## src/rtl/ktcl_pkg.sv

```systemverilog
// ktcl_pkg: shared types and codes for the keypad/tag code lock.
// Used by the channel interfaces, the register block and the top level.
`timescale 1ns / 1ps

package ktcl_pkg;

   localparam int KEY_W     = 4;
   localparam int TAG_W     = 32;
   localparam int SCREEN_W  = 4;
   localparam int VERDICT_W = 4;
   localparam int COUNT_W   = 4;
   localparam int ENTRY_W   = 32;
   localparam int CSR_ADDR_W = 3;
   localparam int CSR_DATA_W = 32;

   // key codes
   localparam logic [KEY_W-1:0] KEY_ZERO = 4'd0;
   localparam logic [KEY_W-1:0] KEY_ONE  = 4'd1;
   localparam logic [KEY_W-1:0] KEY_TWO  = 4'd2;
   localparam logic [KEY_W-1:0] KEY_NINE = 4'd9;
   localparam logic [KEY_W-1:0] KEY_STAR = 4'd10;
   localparam logic [KEY_W-1:0] KEY_HASH = 4'd11;

   // item kinds
   localparam logic OP_KEY = 1'b0;
   localparam logic OP_TAG = 1'b1;

   // screen codes
   localparam logic [SCREEN_W-1:0] SCR_HOME       = 4'd0;
   localparam logic [SCREEN_W-1:0] SCR_CODE_ENTRY = 4'd1;
   localparam logic [SCREEN_W-1:0] SCR_TAG_WAIT   = 4'd2;
   localparam logic [SCREEN_W-1:0] SCR_MENU_CODE  = 4'd3;
   localparam logic [SCREEN_W-1:0] SCR_MENU_LEVEL = 4'd4;
   localparam logic [SCREEN_W-1:0] SCR_MENU_RESET = 4'd5;
   localparam logic [SCREEN_W-1:0] SCR_NEW_CODE   = 4'd6;
   localparam logic [SCREEN_W-1:0] SCR_LEVEL_SEL  = 4'd7;
   localparam logic [SCREEN_W-1:0] SCR_MASTER     = 4'd8;

   // verdict codes
   localparam logic [VERDICT_W-1:0] V_NONE        = 4'd0;
   localparam logic [VERDICT_W-1:0] V_GRANTED     = 4'd1;
   localparam logic [VERDICT_W-1:0] V_DENIED      = 4'd2;
   localparam logic [VERDICT_W-1:0] V_TAG_OK      = 4'd3;
   localparam logic [VERDICT_W-1:0] V_CODE_UPD    = 4'd4;
   localparam logic [VERDICT_W-1:0] V_WRONG_CODE  = 4'd5;
   localparam logic [VERDICT_W-1:0] V_LEVEL_SET   = 4'd6;
   localparam logic [VERDICT_W-1:0] V_RESET_DONE  = 4'd7;
   localparam logic [VERDICT_W-1:0] V_INVALID_TAG = 4'd8;

   // security levels and menu options
   localparam logic [1:0] LVL_TAG_ONLY  = 2'd0;
   localparam logic [1:0] LVL_CODE_ONLY = 2'd1;
   localparam logic [1:0] LVL_DUAL      = 2'd2;
   localparam logic [1:0] OPT_CODE      = 2'd0;
   localparam logic [1:0] OPT_LEVEL     = 2'd1;
   localparam logic [1:0] OPT_RESET     = 2'd2;

   // register indexes (paddr[2])
   localparam logic REG_ENROLLED_TAG = 1'b0;
   localparam logic REG_MASTER_CODE  = 1'b1;

   localparam logic [CSR_DATA_W-1:0] ENROLLED_TAG_RESET = 32'h57F0_EC4E;
   localparam logic [CSR_DATA_W-1:0] MASTER_CODE_RESET  = 32'h1111_1111;

   typedef struct packed {
      logic [TAG_W-1:0]      enrolled_tag;
      logic [CSR_DATA_W-1:0] master_code;
   } cfg_type;

endpackage

```

## src/rtl/ktcl_req_if.sv

```systemverilog
// ktcl_req_if: input item channel (key press or tag read).
// Depends on ktcl_pkg for field widths.
`timescale 1ns / 1ps

interface ktcl_req_if import ktcl_pkg::*; ();
   logic             valid;
   logic             ready;
   logic             operation;
   logic [KEY_W-1:0] key_code;
   logic [TAG_W-1:0] tag_uid;

   modport source (output valid, operation, key_code, tag_uid, input ready);
   modport sink   (input valid, operation, key_code, tag_uid, output ready);
endinterface

```

## src/rtl/ktcl_rsp_if.sv

```systemverilog
// ktcl_rsp_if: result item channel (lock flag, screen, verdict, digit count).
// Depends on ktcl_pkg for field widths.
`timescale 1ns / 1ps

interface ktcl_rsp_if import ktcl_pkg::*; ();
   logic                 valid;
   logic                 ready;
   logic                 locked;
   logic [SCREEN_W-1:0]  screen;
   logic [VERDICT_W-1:0] verdict;
   logic [COUNT_W-1:0]   digits_entered;

   modport source (output valid, locked, screen, verdict, digits_entered, input ready);
   modport sink   (input valid, locked, screen, verdict, digits_entered, output ready);
endinterface

```

## src/rtl/ktcl_csr.sv

```systemverilog
// ktcl_csr: APB-style register block holding the enrolled tag and master code.
// Depends on ktcl_pkg.
`timescale 1ns / 1ps

module ktcl_csr import ktcl_pkg::*; (
   input  logic                  clock,
   input  logic                  reset,
   input  logic                  csr_psel,
   input  logic                  csr_penable,
   input  logic                  csr_pwrite,
   input  logic [CSR_ADDR_W-1:0] csr_paddr,
   input  logic [CSR_DATA_W-1:0] csr_pwdata,
   output logic [CSR_DATA_W-1:0] csr_prdata,
   output logic                  csr_pready,
   output cfg_type               cfg
);

   logic [TAG_W-1:0]      tag_ff;
   logic [CSR_DATA_W-1:0] master_ff;
   logic                  wr_en;

   assign csr_pready = 1'b1;
   assign wr_en      = csr_psel && csr_penable && csr_pwrite;

   always_ff @(posedge clock) begin
      if (reset) begin
         tag_ff    <= ENROLLED_TAG_RESET;
         master_ff <= MASTER_CODE_RESET;
      end else if (wr_en) begin
         case (csr_paddr[2])
            REG_ENROLLED_TAG: tag_ff    <= csr_pwdata;
            REG_MASTER_CODE:  master_ff <= csr_pwdata;
            default: ;
         endcase
      end
   end

   always_comb begin
      case (csr_paddr[2])
         REG_ENROLLED_TAG: csr_prdata = tag_ff;
         REG_MASTER_CODE:  csr_prdata = master_ff;
         default:          csr_prdata = '0;
      endcase
   end

   assign cfg.enrolled_tag = tag_ff;
   assign cfg.master_code  = master_ff;

endmodule

```

## src/rtl/keypad_tag_code_lock.sv

```systemverilog
// keypad_tag_code_lock: door access controller stepped by key presses and tag reads.
// Depends on ktcl_pkg, ktcl_req_if, ktcl_rsp_if and ktcl_csr.
//
//   port      dir    handshake              carries
//   req       sink   valid/ready            operation, key_code, tag_uid
//   rsp       source valid/ready            locked, screen, verdict, digits_entered
//   csr_*     slave  psel/penable, pready=1 enrolled_tag (0x0), master_code (0x4)
//
// Every item yields one result, held in the result register loaded on acceptance.
// One item per cycle while rsp is not stalled: the whole state update is one pass of next-state logic.
// req.ready is high whenever the result register is empty or being drained.
// Synchronous reset: unlocked home screen, code all ones, level 2.
`timescale 1ns / 1ps

module keypad_tag_code_lock import ktcl_pkg::*; #(
   parameter int CODE_DIGITS   = 6,
   parameter int MASTER_DIGITS = 8,
   parameter int TAG_BYTES     = 4
) (
   input  logic                  clock,
   input  logic                  reset,
   ktcl_req_if.sink              req,
   ktcl_rsp_if.source            rsp,
   input  logic                  csr_psel,
   input  logic                  csr_penable,
   input  logic                  csr_pwrite,
   input  logic [CSR_ADDR_W-1:0] csr_paddr,
   input  logic [CSR_DATA_W-1:0] csr_pwdata,
   output logic [CSR_DATA_W-1:0] csr_prdata,
   output logic                  csr_pready
);

   localparam int CODE_W   = 4 * CODE_DIGITS;
   localparam int MASTER_W = 4 * MASTER_DIGITS;
   localparam int TAGCMP_W = 8 * TAG_BYTES;

   typedef enum logic [3:0] {
      PH_HOME, PH_LOCK_CODE, PH_LOCK_TAG, PH_MENU, PH_OLD_CODE,
      PH_NEW_CODE, PH_LVL_CODE, PH_LVL_TAG, PH_LVL_SELECT, PH_MASTER
   } phase_type;

   cfg_type cfg;

   ktcl_csr u_csr (
      .clock       (clock),
      .reset       (reset),
      .csr_psel    (csr_psel),
      .csr_penable (csr_penable),
      .csr_pwrite  (csr_pwrite),
      .csr_paddr   (csr_paddr),
      .csr_pwdata  (csr_pwdata),
      .csr_prdata  (csr_prdata),
      .csr_pready  (csr_pready),
      .cfg         (cfg)
   );

   phase_type            phase_ff, phase_in;
   logic                 locked_ff, locked_in;
   logic [CODE_W-1:0]    code_ff, code_in;
   logic [1:0]           level_ff, level_in;
   logic [1:0]           option_ff, option_in;
   logic [ENTRY_W-1:0]   entry_ff, entry_in;
   logic [COUNT_W-1:0]   count_ff, count_in;

   logic                 rsp_valid_ff, rsp_valid_in;
   logic                 rsp_locked_ff;
   logic [SCREEN_W-1:0]  rsp_screen_ff, screen_in;
   logic [VERDICT_W-1:0] rsp_verdict_ff, verdict_in;
   logic [COUNT_W-1:0]   rsp_count_ff;

   logic                 accept;
   logic                 tag_phase;
   logic                 is_digit;
   logic [ENTRY_W-1:0]   entry_shift;
   logic [COUNT_W-1:0]   count_inc;
   logic                 code_done, master_done;
   logic                 code_match, master_match, tag_match;
   phase_type            lock_wait;

   assign req.ready = !rsp_valid_ff || rsp.ready;
   assign accept    = req.valid && req.ready;

   assign tag_phase   = (phase_ff == PH_LOCK_TAG) || (phase_ff == PH_LVL_TAG);
   assign is_digit    = req.key_code <= KEY_NINE;
   assign entry_shift = {entry_ff[ENTRY_W-5:0], req.key_code};
   assign count_inc   = count_ff + COUNT_W'(1);
   assign code_done   = is_digit && (count_inc >= COUNT_W'(CODE_DIGITS));
   assign master_done = is_digit && (count_inc >= COUNT_W'(MASTER_DIGITS));
   assign code_match  = entry_shift[CODE_W-1:0] == code_ff;
   assign master_match = entry_shift[MASTER_W-1:0] ==
                         cfg.master_code[CSR_DATA_W-1 -: MASTER_W];
   assign tag_match   = req.tag_uid[TAG_W-1 -: TAGCMP_W] ==
                        cfg.enrolled_tag[TAG_W-1 -: TAGCMP_W];
   assign lock_wait   = (level_ff == LVL_CODE_ONLY) ? PH_LOCK_CODE : PH_LOCK_TAG;

   always_comb begin
      phase_in   = phase_ff;
      locked_in  = locked_ff;
      code_in    = code_ff;
      level_in   = level_ff;
      option_in  = option_ff;
      entry_in   = entry_ff;
      count_in   = count_ff;
      verdict_in = V_NONE;

      if (req.operation == OP_KEY && !tag_phase) begin
         case (phase_ff)
            PH_HOME: begin
               if (req.key_code == KEY_ONE) begin
                  phase_in  = PH_MENU;
                  option_in = OPT_CODE;
               end else if (req.key_code == KEY_HASH) begin
                  locked_in = 1'b1;
                  phase_in  = lock_wait;
               end
            end
            PH_LOCK_CODE, PH_OLD_CODE, PH_NEW_CODE, PH_LVL_CODE: begin
               if (is_digit) begin
                  entry_in = entry_shift;
                  count_in = count_inc;
               end
               if (code_done) begin
                  entry_in = '0;
                  count_in = '0;
                  case (phase_ff)
                     PH_LOCK_CODE: begin
                        if (code_match) begin
                           verdict_in = V_GRANTED;
                           locked_in  = 1'b0;
                           phase_in   = PH_HOME;
                        end else begin
                           verdict_in = V_DENIED;
                           phase_in   = lock_wait;
                        end
                     end
                     PH_OLD_CODE: begin
                        if (code_match) begin
                           phase_in = PH_NEW_CODE;
                        end else begin
                           verdict_in = V_WRONG_CODE;
                           phase_in   = PH_MENU;
                           option_in  = OPT_CODE;
                        end
                     end
                     PH_NEW_CODE: begin
                        code_in    = entry_shift[CODE_W-1:0];
                        verdict_in = V_CODE_UPD;
                        phase_in   = PH_MENU;
                        option_in  = OPT_CODE;
                     end
                     default: begin
                        // level change: code first, then a tag at the dual level
                        if (code_match) begin
                           phase_in = (level_ff >= LVL_DUAL) ? PH_LVL_TAG : PH_LVL_SELECT;
                        end else begin
                           verdict_in = V_WRONG_CODE;
                           phase_in   = PH_MENU;
                           option_in  = OPT_LEVEL;
                        end
                     end
                  endcase
               end
            end
            PH_MENU: begin
               case (option_ff)
                  OPT_CODE: begin
                     if (req.key_code == KEY_STAR) phase_in = PH_HOME;
                     else if (req.key_code == KEY_ZERO) phase_in = PH_OLD_CODE;
                     else if (req.key_code == KEY_HASH) option_in = OPT_LEVEL;
                  end
                  OPT_LEVEL: begin
                     if (req.key_code == KEY_STAR) option_in = OPT_CODE;
                     else if (req.key_code == KEY_ZERO) phase_in = PH_LVL_CODE;
                     else if (req.key_code == KEY_HASH) option_in = OPT_RESET;
                  end
                  default: begin
                     if (req.key_code == KEY_STAR) option_in = OPT_LEVEL;
                     else if (req.key_code == KEY_ZERO) phase_in = PH_MASTER;
                     else if (req.key_code == KEY_HASH) option_in = OPT_RESET;
                  end
               endcase
            end
            PH_LVL_SELECT: begin
               if (req.key_code <= KEY_TWO) begin
                  level_in   = req.key_code[1:0];
                  verdict_in = V_LEVEL_SET;
                  phase_in   = PH_MENU;
                  option_in  = OPT_LEVEL;
               end
            end
            PH_MASTER: begin
               if (is_digit) begin
                  entry_in = entry_shift;
                  count_in = count_inc;
               end
               if (master_done) begin
                  if (master_match) begin
                     code_in    = {CODE_DIGITS{4'h1}};
                     level_in   = LVL_DUAL;
                     verdict_in = V_RESET_DONE;
                  end else begin
                     verdict_in = V_DENIED;
                  end
                  phase_in  = PH_MENU;
                  option_in = OPT_RESET;
                  entry_in  = '0;
                  count_in  = '0;
               end
            end
            default: ;
         endcase
      end else if (req.operation == OP_TAG && tag_phase) begin
         if (phase_ff == PH_LOCK_TAG) begin
            if (!tag_match) begin
               verdict_in = V_DENIED;
            end else if (level_ff == LVL_TAG_ONLY) begin
               verdict_in = V_GRANTED;
               locked_in  = 1'b0;
               phase_in   = PH_HOME;
            end else begin
               verdict_in = V_TAG_OK;
               phase_in   = PH_LOCK_CODE;
            end
         end else begin
            if (tag_match) begin
               phase_in = PH_LVL_SELECT;
            end else begin
               verdict_in = V_INVALID_TAG;
               phase_in   = PH_MENU;
               option_in  = OPT_LEVEL;
            end
         end
      end
   end

   always_comb begin
      case (phase_in)
         PH_HOME:                               screen_in = SCR_HOME;
         PH_LOCK_CODE, PH_OLD_CODE, PH_LVL_CODE: screen_in = SCR_CODE_ENTRY;
         PH_LOCK_TAG, PH_LVL_TAG:               screen_in = SCR_TAG_WAIT;
         PH_MENU: begin
            case (option_in)
               OPT_CODE:  screen_in = SCR_MENU_CODE;
               OPT_LEVEL: screen_in = SCR_MENU_LEVEL;
               default:   screen_in = SCR_MENU_RESET;
            endcase
         end
         PH_NEW_CODE:   screen_in = SCR_NEW_CODE;
         PH_LVL_SELECT: screen_in = SCR_LEVEL_SEL;
         PH_MASTER:     screen_in = SCR_MASTER;
         default:       screen_in = SCR_HOME;
      endcase
   end

   assign rsp_valid_in = accept || (rsp_valid_ff && !rsp.ready);

   always_ff @(posedge clock) begin
      if (reset) begin
         phase_ff     <= PH_HOME;
         locked_ff    <= 1'b0;
         code_ff      <= {CODE_DIGITS{4'h1}};
         level_ff     <= LVL_DUAL;
         option_ff    <= OPT_CODE;
         entry_ff     <= '0;
         count_ff     <= '0;
         rsp_valid_ff <= 1'b0;
      end else begin
         rsp_valid_ff <= rsp_valid_in;
         if (accept) begin
            phase_ff  <= phase_in;
            locked_ff <= locked_in;
            code_ff   <= code_in;
            level_ff  <= level_in;
            option_ff <= option_in;
            entry_ff  <= entry_in;
            count_ff  <= count_in;
         end
      end
      if (accept) begin
         rsp_locked_ff  <= locked_in;
         rsp_screen_ff  <= screen_in;
         rsp_verdict_ff <= verdict_in;
         rsp_count_ff   <= count_in;
      end
   end

   assign rsp.valid          = rsp_valid_ff;
   assign rsp.locked         = rsp_locked_ff;
   assign rsp.screen         = rsp_screen_ff;
   assign rsp.verdict        = rsp_verdict_ff;
   assign rsp.digits_entered = rsp_count_ff;

   // the door is only ever locked while waiting for a code or a tag
   a_locked_phase: assert property (@(posedge clock) disable iff (reset)
      locked_ff |-> (phase_ff == PH_LOCK_CODE || phase_ff == PH_LOCK_TAG))
      else $error("locked outside an unlock phase");

   a_count_bound: assert property (@(posedge clock) disable iff (reset)
      (count_ff < COUNT_W'(CODE_DIGITS)) || (count_ff < COUNT_W'(MASTER_DIGITS)))
      else $error("digit count past entry length");

   a_level_range: assert property (@(posedge clock) disable iff (reset)
      level_ff <= LVL_DUAL)
      else $error("security level out of range");

   a_accept_result: assert property (@(posedge clock) disable iff (reset)
      accept |=> rsp_valid_ff)
      else $error("accepted item produced no result");

   a_granted_unlocks: assert property (@(posedge clock) disable iff (reset)
      (rsp_valid_ff && rsp_verdict_ff == V_GRANTED) |-> !rsp_locked_ff)
      else $error("grant reported with door locked");

endmodule
```

## src/flat_wrapper.sv

```systemverilog
// flat-port wrapper written by rule: the top's interface ports become plain ports
module keypad_tag_code_lock_flat import ktcl_pkg::*;
#(
   parameter int CODE_DIGITS   = 6,
   parameter int MASTER_DIGITS = 8,
   parameter int TAG_BYTES     = 4
)
  (clock, reset, csr_psel, csr_penable, csr_pwrite, csr_paddr, csr_pwdata, csr_prdata, csr_pready, req_valid, req_operation, req_key_code, req_tag_uid, req_ready, rsp_valid, rsp_locked, rsp_screen, rsp_verdict, rsp_digits_entered, rsp_ready);
  ktcl_req_if req_i ();
  ktcl_rsp_if rsp_i ();
  input  logic clock;
  input  logic reset;
  input  logic csr_psel;
  input  logic csr_penable;
  input  logic csr_pwrite;
  input  logic [CSR_ADDR_W-1:0] csr_paddr;
  input  logic [CSR_DATA_W-1:0] csr_pwdata;
  output logic [CSR_DATA_W-1:0] csr_prdata;
  output logic csr_pready;
  input wire logic [$bits(req_i.valid)-1:0] req_valid;
  input wire logic [$bits(req_i.operation)-1:0] req_operation;
  input wire logic [$bits(req_i.key_code)-1:0] req_key_code;
  input wire logic [$bits(req_i.tag_uid)-1:0] req_tag_uid;
  output wire logic [$bits(req_i.ready)-1:0] req_ready;
  output wire logic [$bits(rsp_i.valid)-1:0] rsp_valid;
  output wire logic [$bits(rsp_i.locked)-1:0] rsp_locked;
  output wire logic [$bits(rsp_i.screen)-1:0] rsp_screen;
  output wire logic [$bits(rsp_i.verdict)-1:0] rsp_verdict;
  output wire logic [$bits(rsp_i.digits_entered)-1:0] rsp_digits_entered;
  input wire logic [$bits(rsp_i.ready)-1:0] rsp_ready;
  assign req_i.valid = req_valid;
  assign req_i.operation = req_operation;
  assign req_i.key_code = req_key_code;
  assign req_i.tag_uid = req_tag_uid;
  assign req_ready = req_i.ready;
  assign rsp_valid = rsp_i.valid;
  assign rsp_locked = rsp_i.locked;
  assign rsp_screen = rsp_i.screen;
  assign rsp_verdict = rsp_i.verdict;
  assign rsp_digits_entered = rsp_i.digits_entered;
  assign rsp_i.ready = rsp_ready;
  keypad_tag_code_lock #(.CODE_DIGITS(CODE_DIGITS), .MASTER_DIGITS(MASTER_DIGITS), .TAG_BYTES(TAG_BYTES)) u_core (.clock(clock), .reset(reset), .req(req_i), .rsp(rsp_i), .csr_psel(csr_psel), .csr_penable(csr_penable), .csr_pwrite(csr_pwrite), .csr_paddr(csr_paddr), .csr_pwdata(csr_pwdata), .csr_prdata(csr_prdata), .csr_pready(csr_pready));
endmodule
```

## config.mk

```make
export PLATFORM = sky130hd
export DESIGN_NAME = keypad_tag_code_lock_flat
export DESIGN_NICKNAME = d
export VERILOG_FILES = /design/src/rtl/ktcl_pkg.sv /design/src/rtl/ktcl_req_if.sv /design/src/rtl/ktcl_rsp_if.sv /design/src/rtl/ktcl_csr.sv /design/src/rtl/keypad_tag_code_lock.sv /design/src/flat_wrapper.sv
export SDC_FILE = /design/constraint.sdc
export NUM_CORES = 1
export LEC_CHECK = 0
export ABC_AREA = 1
export BUFFER_PORTS_ARGS = -buffer_cell sky130_fd_sc_hd__buf_4
export CORE_MARGIN = 8
export CORE_UTILIZATION = 55
export DETAILED_ROUTE_END_ITERATION = 8
export GPL_TIMING_DRIVEN = 0
export PLACE_DENSITY = 0.82
export SETUP_SLACK_MARGIN = 0.5
export SYNTH_ARGS = -nofsm -noshare
export SYNTH_HDL_FRONTEND = slang
export SYNTH_SLANG_ARGS = --single-unit
```

## constraint.sdc

```tcl
create_clock -name clock -period 4 [get_ports clock]
set_input_delay 0.8 -clock clock [delete_from_list [all_inputs] [get_ports clock]]
set_output_delay 0.8 -clock clock [all_outputs]
set_load 0.005 [all_outputs]
```

[Word-level counts from Yosys, hierarchy flattened]
Cells that the tools add are included.
Cells by class
  order comparisons: 5
  muxes and demuxes: 91
  bitwise gates (word level): 2
  reduce and logical (&&, ||, !) cells: 29
  add/sub/neg operators: 1
  equal/unequal tests: 32
Operators by type and width (number)
  32-bit case mux with 2 select lines: 2
  4-bit two-way mux: 30
  24-bit two-way mux: 4
  32-bit two-way mux: 3
  32-bit == test: 2
  24-bit case mux with 2 select lines: 1
  2-bit two-way mux: 23
  4-bit by 3-bit == test with 1-bit output, second input constant: 8
  24-bit == test: 1
  4-bit == test, second input constant: 6
  4-bit case mux with 2 select lines: 3
  4-bit case mux with 3 select lines: 2
  4-bit case mux with 6 select lines: 1
  4-bit case mux with 5 select lines: 1
  4-bit by 2-bit == test with 1-bit output, second input constant: 4
  4-bit by 1-bit == test with 1-bit output, second input constant: 3
  3-bit two-way mux: 4
  1-bit two-way mux: 11
  2-bit by 1-bit != test with 1-bit output, second input constant: 5
  2-bit case mux with 5 select lines: 1
  1-bit logical AND: 8
  4-bit logical NOT: 2
  2-bit case mux with 2 select lines: 2
  7-bit AND reduction: 1
  21 further kinds: 32
Word-level totals
  flip-flop bits (word level): 147
  input bits: 79
  logic and storage cells: 174

[Depth between registers and ports, before layout]
  depth after elaboration: 10
  mapped depth: 17
  gate-level depth less buffers: 17

[Hierarchy]
From an unflattened synthesis, not the netlist that was laid out.
Unflattened totals
  cell total of the unflattened synthesis: 1282
  area total of the unflattened synthesis: 8230.4 µm²
Modules (own cells, without submodules)
  keypad_tag_code_lock: area each 5348.9 µm², times used 1, seq. area each 1711.6 µm², cells each 823
  ktcl_csr: area each 2881.5 µm², times used 1, seq. area each 1281.2 µm², cells each 459

[Worst setup path after synthesis]
No wires, ideal clock.
  path kind: input-to-reg
  from: input req_key_code[2]
  to: register u_core.rsp_screen_ff[0] (netlist: u_core.rsp.screen[0]) (data pin)
  data arrival time: 2294 ps
  setup slack: 1444 ps
  stages on the path: 15
  cells stage by stage: buf_2 -> o21ai_1 -> nand3_1 -> nand2_1 -> inv_1 -> nor2_2 -> inv_1 -> nor2_1 -> nand2_1 -> nand3_1 -> nand2_1 -> nand2_1 -> inv_1 -> a21oi_1 -> nand3_1
Between the ends
  cells in the longest elaborated chain, start to end: 10
  elaborated cells on any way between the ends: 59
  those cells by class: order compare (2); eq/ne (14); mux (37); reduce/logical (6)
Ends and longest elaborated chain
  from (decl): RTL line flat_wrapper.sv:22  | input wire logic [$bits(req_i.key_code)-1:0] req_key_code;
  4-bit == test
  2-bit two-way mux, on equally long branches: RTL line keypad_tag_code_lock.sv:174, keypad_tag_code_lock.sv:179, keypad_tag_code_lock.sv:169
  2-bit two-way mux, on equally long branches: RTL line keypad_tag_code_lock.sv:178, keypad_tag_code_lock.sv:168
  2-bit two-way mux, on equally long branches: RTL line keypad_tag_code_lock.sv:177, keypad_tag_code_lock.sv:167, keypad_tag_code_lock.sv:172
  2-bit case mux with 2 select lines: RTL line keypad_tag_code_lock.sv:165  | case (option_ff)
  2-bit case mux with 5 select lines: RTL line keypad_tag_code_lock.sv:107  | case (phase_ff)
  2-bit two-way mux: RTL line keypad_tag_code_lock.sv:106  | if (req.operation == OP_KEY && !tag_phase) begin
  2-bit by 1-bit == test with 1-bit output / 2-bit logical NOT (equally long branches): RTL line keypad_tag_code_lock.sv:242  | case (option_in)
  3-bit case mux with 2 select lines: RTL line keypad_tag_code_lock.sv:242
  4-bit case mux with 6 select lines (*): RTL line keypad_tag_code_lock.sv:237  | case (phase_in)
  named net u_core.screen_in[0]: RTL line keypad_tag_code_lock.sv:67  | logic [SCREEN_W-1:0] rsp_screen_ff, screen_in;
  to (signal assigned): RTL line keypad_tag_code_lock.sv:281  | rsp_screen_ff <= screen_in;
  to (decl): RTL line keypad_tag_code_lock.sv:67
Mark *: on every way through the listed nets, which the timed path passes. The rest lies on a longest branch.
A chain may end at the register's enable or synchronous reset.

[Final worst setup path]
  from: input csr_paddr[2]
  to: output csr_prdata[21]
Between the ends
  cells in the longest elaborated chain, start to end: 2
Ends and longest elaborated chain
  from (decl): RTL line flat_wrapper.sv:16  | input logic [CSR_ADDR_W-1:0] csr_paddr;
  1-bit inverter (no line)
  32-bit case mux with 2 select lines (*): RTL line ktcl_csr.sv:39  | case (csr_paddr[2])
  to (decl): RTL line flat_wrapper.sv:18  | output logic [CSR_DATA_W-1:0] csr_prdata;
Every way passes the cells marked *; elsewhere a longest branch is shown, timed or not.

==> metrics.txt <==
status=finished, final reports clean; first-pass GRT wire length=40.2 mm; worst hold path class=register to register; CP Data Arrival Time=2.13 ns; postcts setup bufs=0; Port Buffer Count=118; iteration-0 DRC count of the detailed router=810; area delta synth->final=20.7%; Leak=0.00444 uW; Die Span Y=135 um; layout cells sized above 1=0.143; CTS root buf=clkbuf_16; Slowest Stage Delay on Critical Path=0.39 ns; Synth Register Bits=143; synth unique cells=36; Post-synth EDFFs=13; fmax=341 MHz; Period minus WS final=2.93 ns; max cap viols=0; Inserted Clock Buffers=17; Ys Warns=0; initial core utilization=0.563; clock sink count=143; die area=0.0184 mm2; unrepaired setup endpoints after global routing=no; PostCTS Resize Cnt=0; CP most frequent cell=clkbuf_1; most frequent cells in the layout=371 x nand2_1, 130 x dfxtp_1, 127 x inv_1, 121 x nor2_1, 121 x buf_4; grt ovf=0; Vias/cell=5.43; Cell Chain, Critical Path=clkbuf_1 -> inv_1 -> clkbuf_1 -> o21ai_0 -> buf_4; Hold Fails Final Rpt=0; relative slew slack=0.330; # placed instances=1504; FF-to-FF End=u_core.rsp.screen[0]$_DFFE_PP_; Avg Inst Size Synth=6.51 um2; synthesized cell area=0.00785 mm2; worst reg-to-reg setup slack=1.40 ns; Clock Tree Buf Depth=2; CP Class=input pin to primary output; latest clock arrival within the worst-skew pair=0.43 ns; initial antenna violation count=0; nets=1423; Reg clk slew, reported paths=0.06 ns; Worst IR Drop VDD=0.309 mV; Clock Skew=0.00652 ns; Tcrit/Tclk final=0.734; htree depth=4; routed wire length per instance=16.6 um; CP max FO=10; syn nets=1286; num ports=127; Setup violations, final=0; Initial DRT Pass Iterations=8; sequential share of the synthesized area=0.381; vias in the first global route=7942; WL final=25.5 mm; hold path startpoint=u_core.code_ff[11]$_SDFFE_PP0P_; Worst Setup SP=csr_paddr[2]; final setup TNS=0 ns; crit end category=primary output; die width=135 um; Pins Over Slew Limit=0; worst r2r src=u_core.entry_ff[19]$_SDFFE_PP0P_; Mapped Cells=1206; CP max stage cell=o21ai_0; count of hold buffers inserted by post-cts repair=0; Layout Cells excl Fill=1535; Main synth FF type=dfxtp_1; Total GRT Usage=0.278; hold slack=0.474 ns; via count=8338; Pwr Density=378 mW/mm2; Placer Congestion=0.955; largest net degree at the start of global routing=23; worst reg2reg path depth=17; crit path capture=csr_prdata[21]; startpoint types=input pin; DR DRC count=0; Worst-Margin Slew=1.00 ns; detailed placement HPWL=19.4 mm; share of flip-flops with an asynchronous set or reset=0; CP required=3.20 ns; Final ANT Viol Nets=0; Core ar.=0.0139 mm2; FP Rows=43; diode count=0; CTS tree=done; most common cell after layout, fill and taps aside=nand2_1
-- logic make-up after synthesis --
| logic type | after synthesis | share of synthesized area |
|---|---|---|
| compound gates | 217 | 0.145 |
| xor+xnor | 55 | 0.0614 |
| fa+ha+maj | 1 | 0.00159 |
| buf+inv | 186 | 0.0932 |
| flops | 143 | 0.381 |
| other cells | 1 | 0.000478 |
| simple gates | 603 | 0.317 |
-- registers in the layout, indices dropped and copies added (netlist names), 2 cells and up --
register                   count
u_core.rsp.digits_entered      4
u_core.option_ff               2
u_core.u_csr.tag_ff           32
u_core.entry_ff               28
u_core.u_csr.master_ff        32
u_core.level_ff                2
u_core.code_ff                24
u_core.rsp.verdict             4
u_core.phase_ff                4
u_core.count_ff                4
u_core.rsp.screen              4
-- through the flow --
stage	total power (uW)	utilization	worst slack (ns)	area (um2)
6_report	3590	0.680	1.07	9470
5_1_grt	3720	0.680	1.00	9470
4_1_cts	3580	0.680	1.09	9470
3_5_place_dp	2190	0.643	0.842	8960
3_3_place_gp	2180	0.643	0.891	8960
2_1_floorplan	1940	-	1.44	7850
-- synthesized netlist by cell type, types with 10 or more instances --
| library cell | instances | area share |
|---|---|---|
| xnor2_1 | 45 | 0.050 |
| a21oi_1 | 85 | 0.054 |
| dfxtp_1 | 130 | 0.33 |
| nand3_1 | 63 | 0.040 |
| nor2_1 | 121 | 0.058 |
| xor2_1 | 10 | 0.011 |
| buf_2 | 10 | 0.0064 |
| o21ai_0 | 106 | 0.068 |
| clkbuf_1 | 33 | 0.016 |
| nand4_1 | 16 | 0.013 |
| inv_1 | 127 | 0.061 |
| inv_2 | 11 | 0.0053 |
| nand2_1 | 371 | 0.18 |
| edfxtp_1 | 13 | 0.050 |
-- layer usage --
layer  track usage  up-vias  share of wire
li1              -     4110              -
met1         0.346     3775           0.42
met2         0.455      398           0.47
met3        0.0653       55          0.082
met4         0.110        0          0.027
met5             0        -              0
-- power by group --
part / internal (uW) / switching [uW] / total, uW
combinational: 238 / 360 / 598
clock: 815 / 599 / 1410
sequential: 1510 / 60.1 / 1570
total: 2570 / 1020 / 3590
-- worst min path at each step --
stage                                            end  cells after the start  slack, ns
floorplan           u_core.entry_ff[26]$_SDFFE_PP0P_                      2       0.44
global placement      u_core.code_ff[2]$_SDFFE_PP0P_                      2       0.46
detailed placement   u_core.code_ff[11]$_SDFFE_PP0P_                      2       0.47
CTS                  u_core.code_ff[11]$_SDFFE_PP0P_                      2       0.48
global route          u_core.code_ff[3]$_SDFFE_PP0P_                      2       0.50
finish               u_core.code_ff[11]$_SDFFE_PP0P_                      2       0.47
-- area by class of cell --
cell class	instances	area [um2]
Sequential cell	143	2990
Clock inverter	7	38.8
Multi-Input combinational cell	877	4130
Timing Repair Buffer	118	886
Fill cell	1245	4460
Inverter	139	524
Clock buffer	24	472
Tap cell	180	225
Buffer	47	208
-- worst max-delay path, delay by kind of cell --
family,cells,cell delay (ns)
AOI/OAI and AO/OA,1,0.39
buffers and inverters,4,0.94
Note: power is estimated with default switching activity, not from simulation.
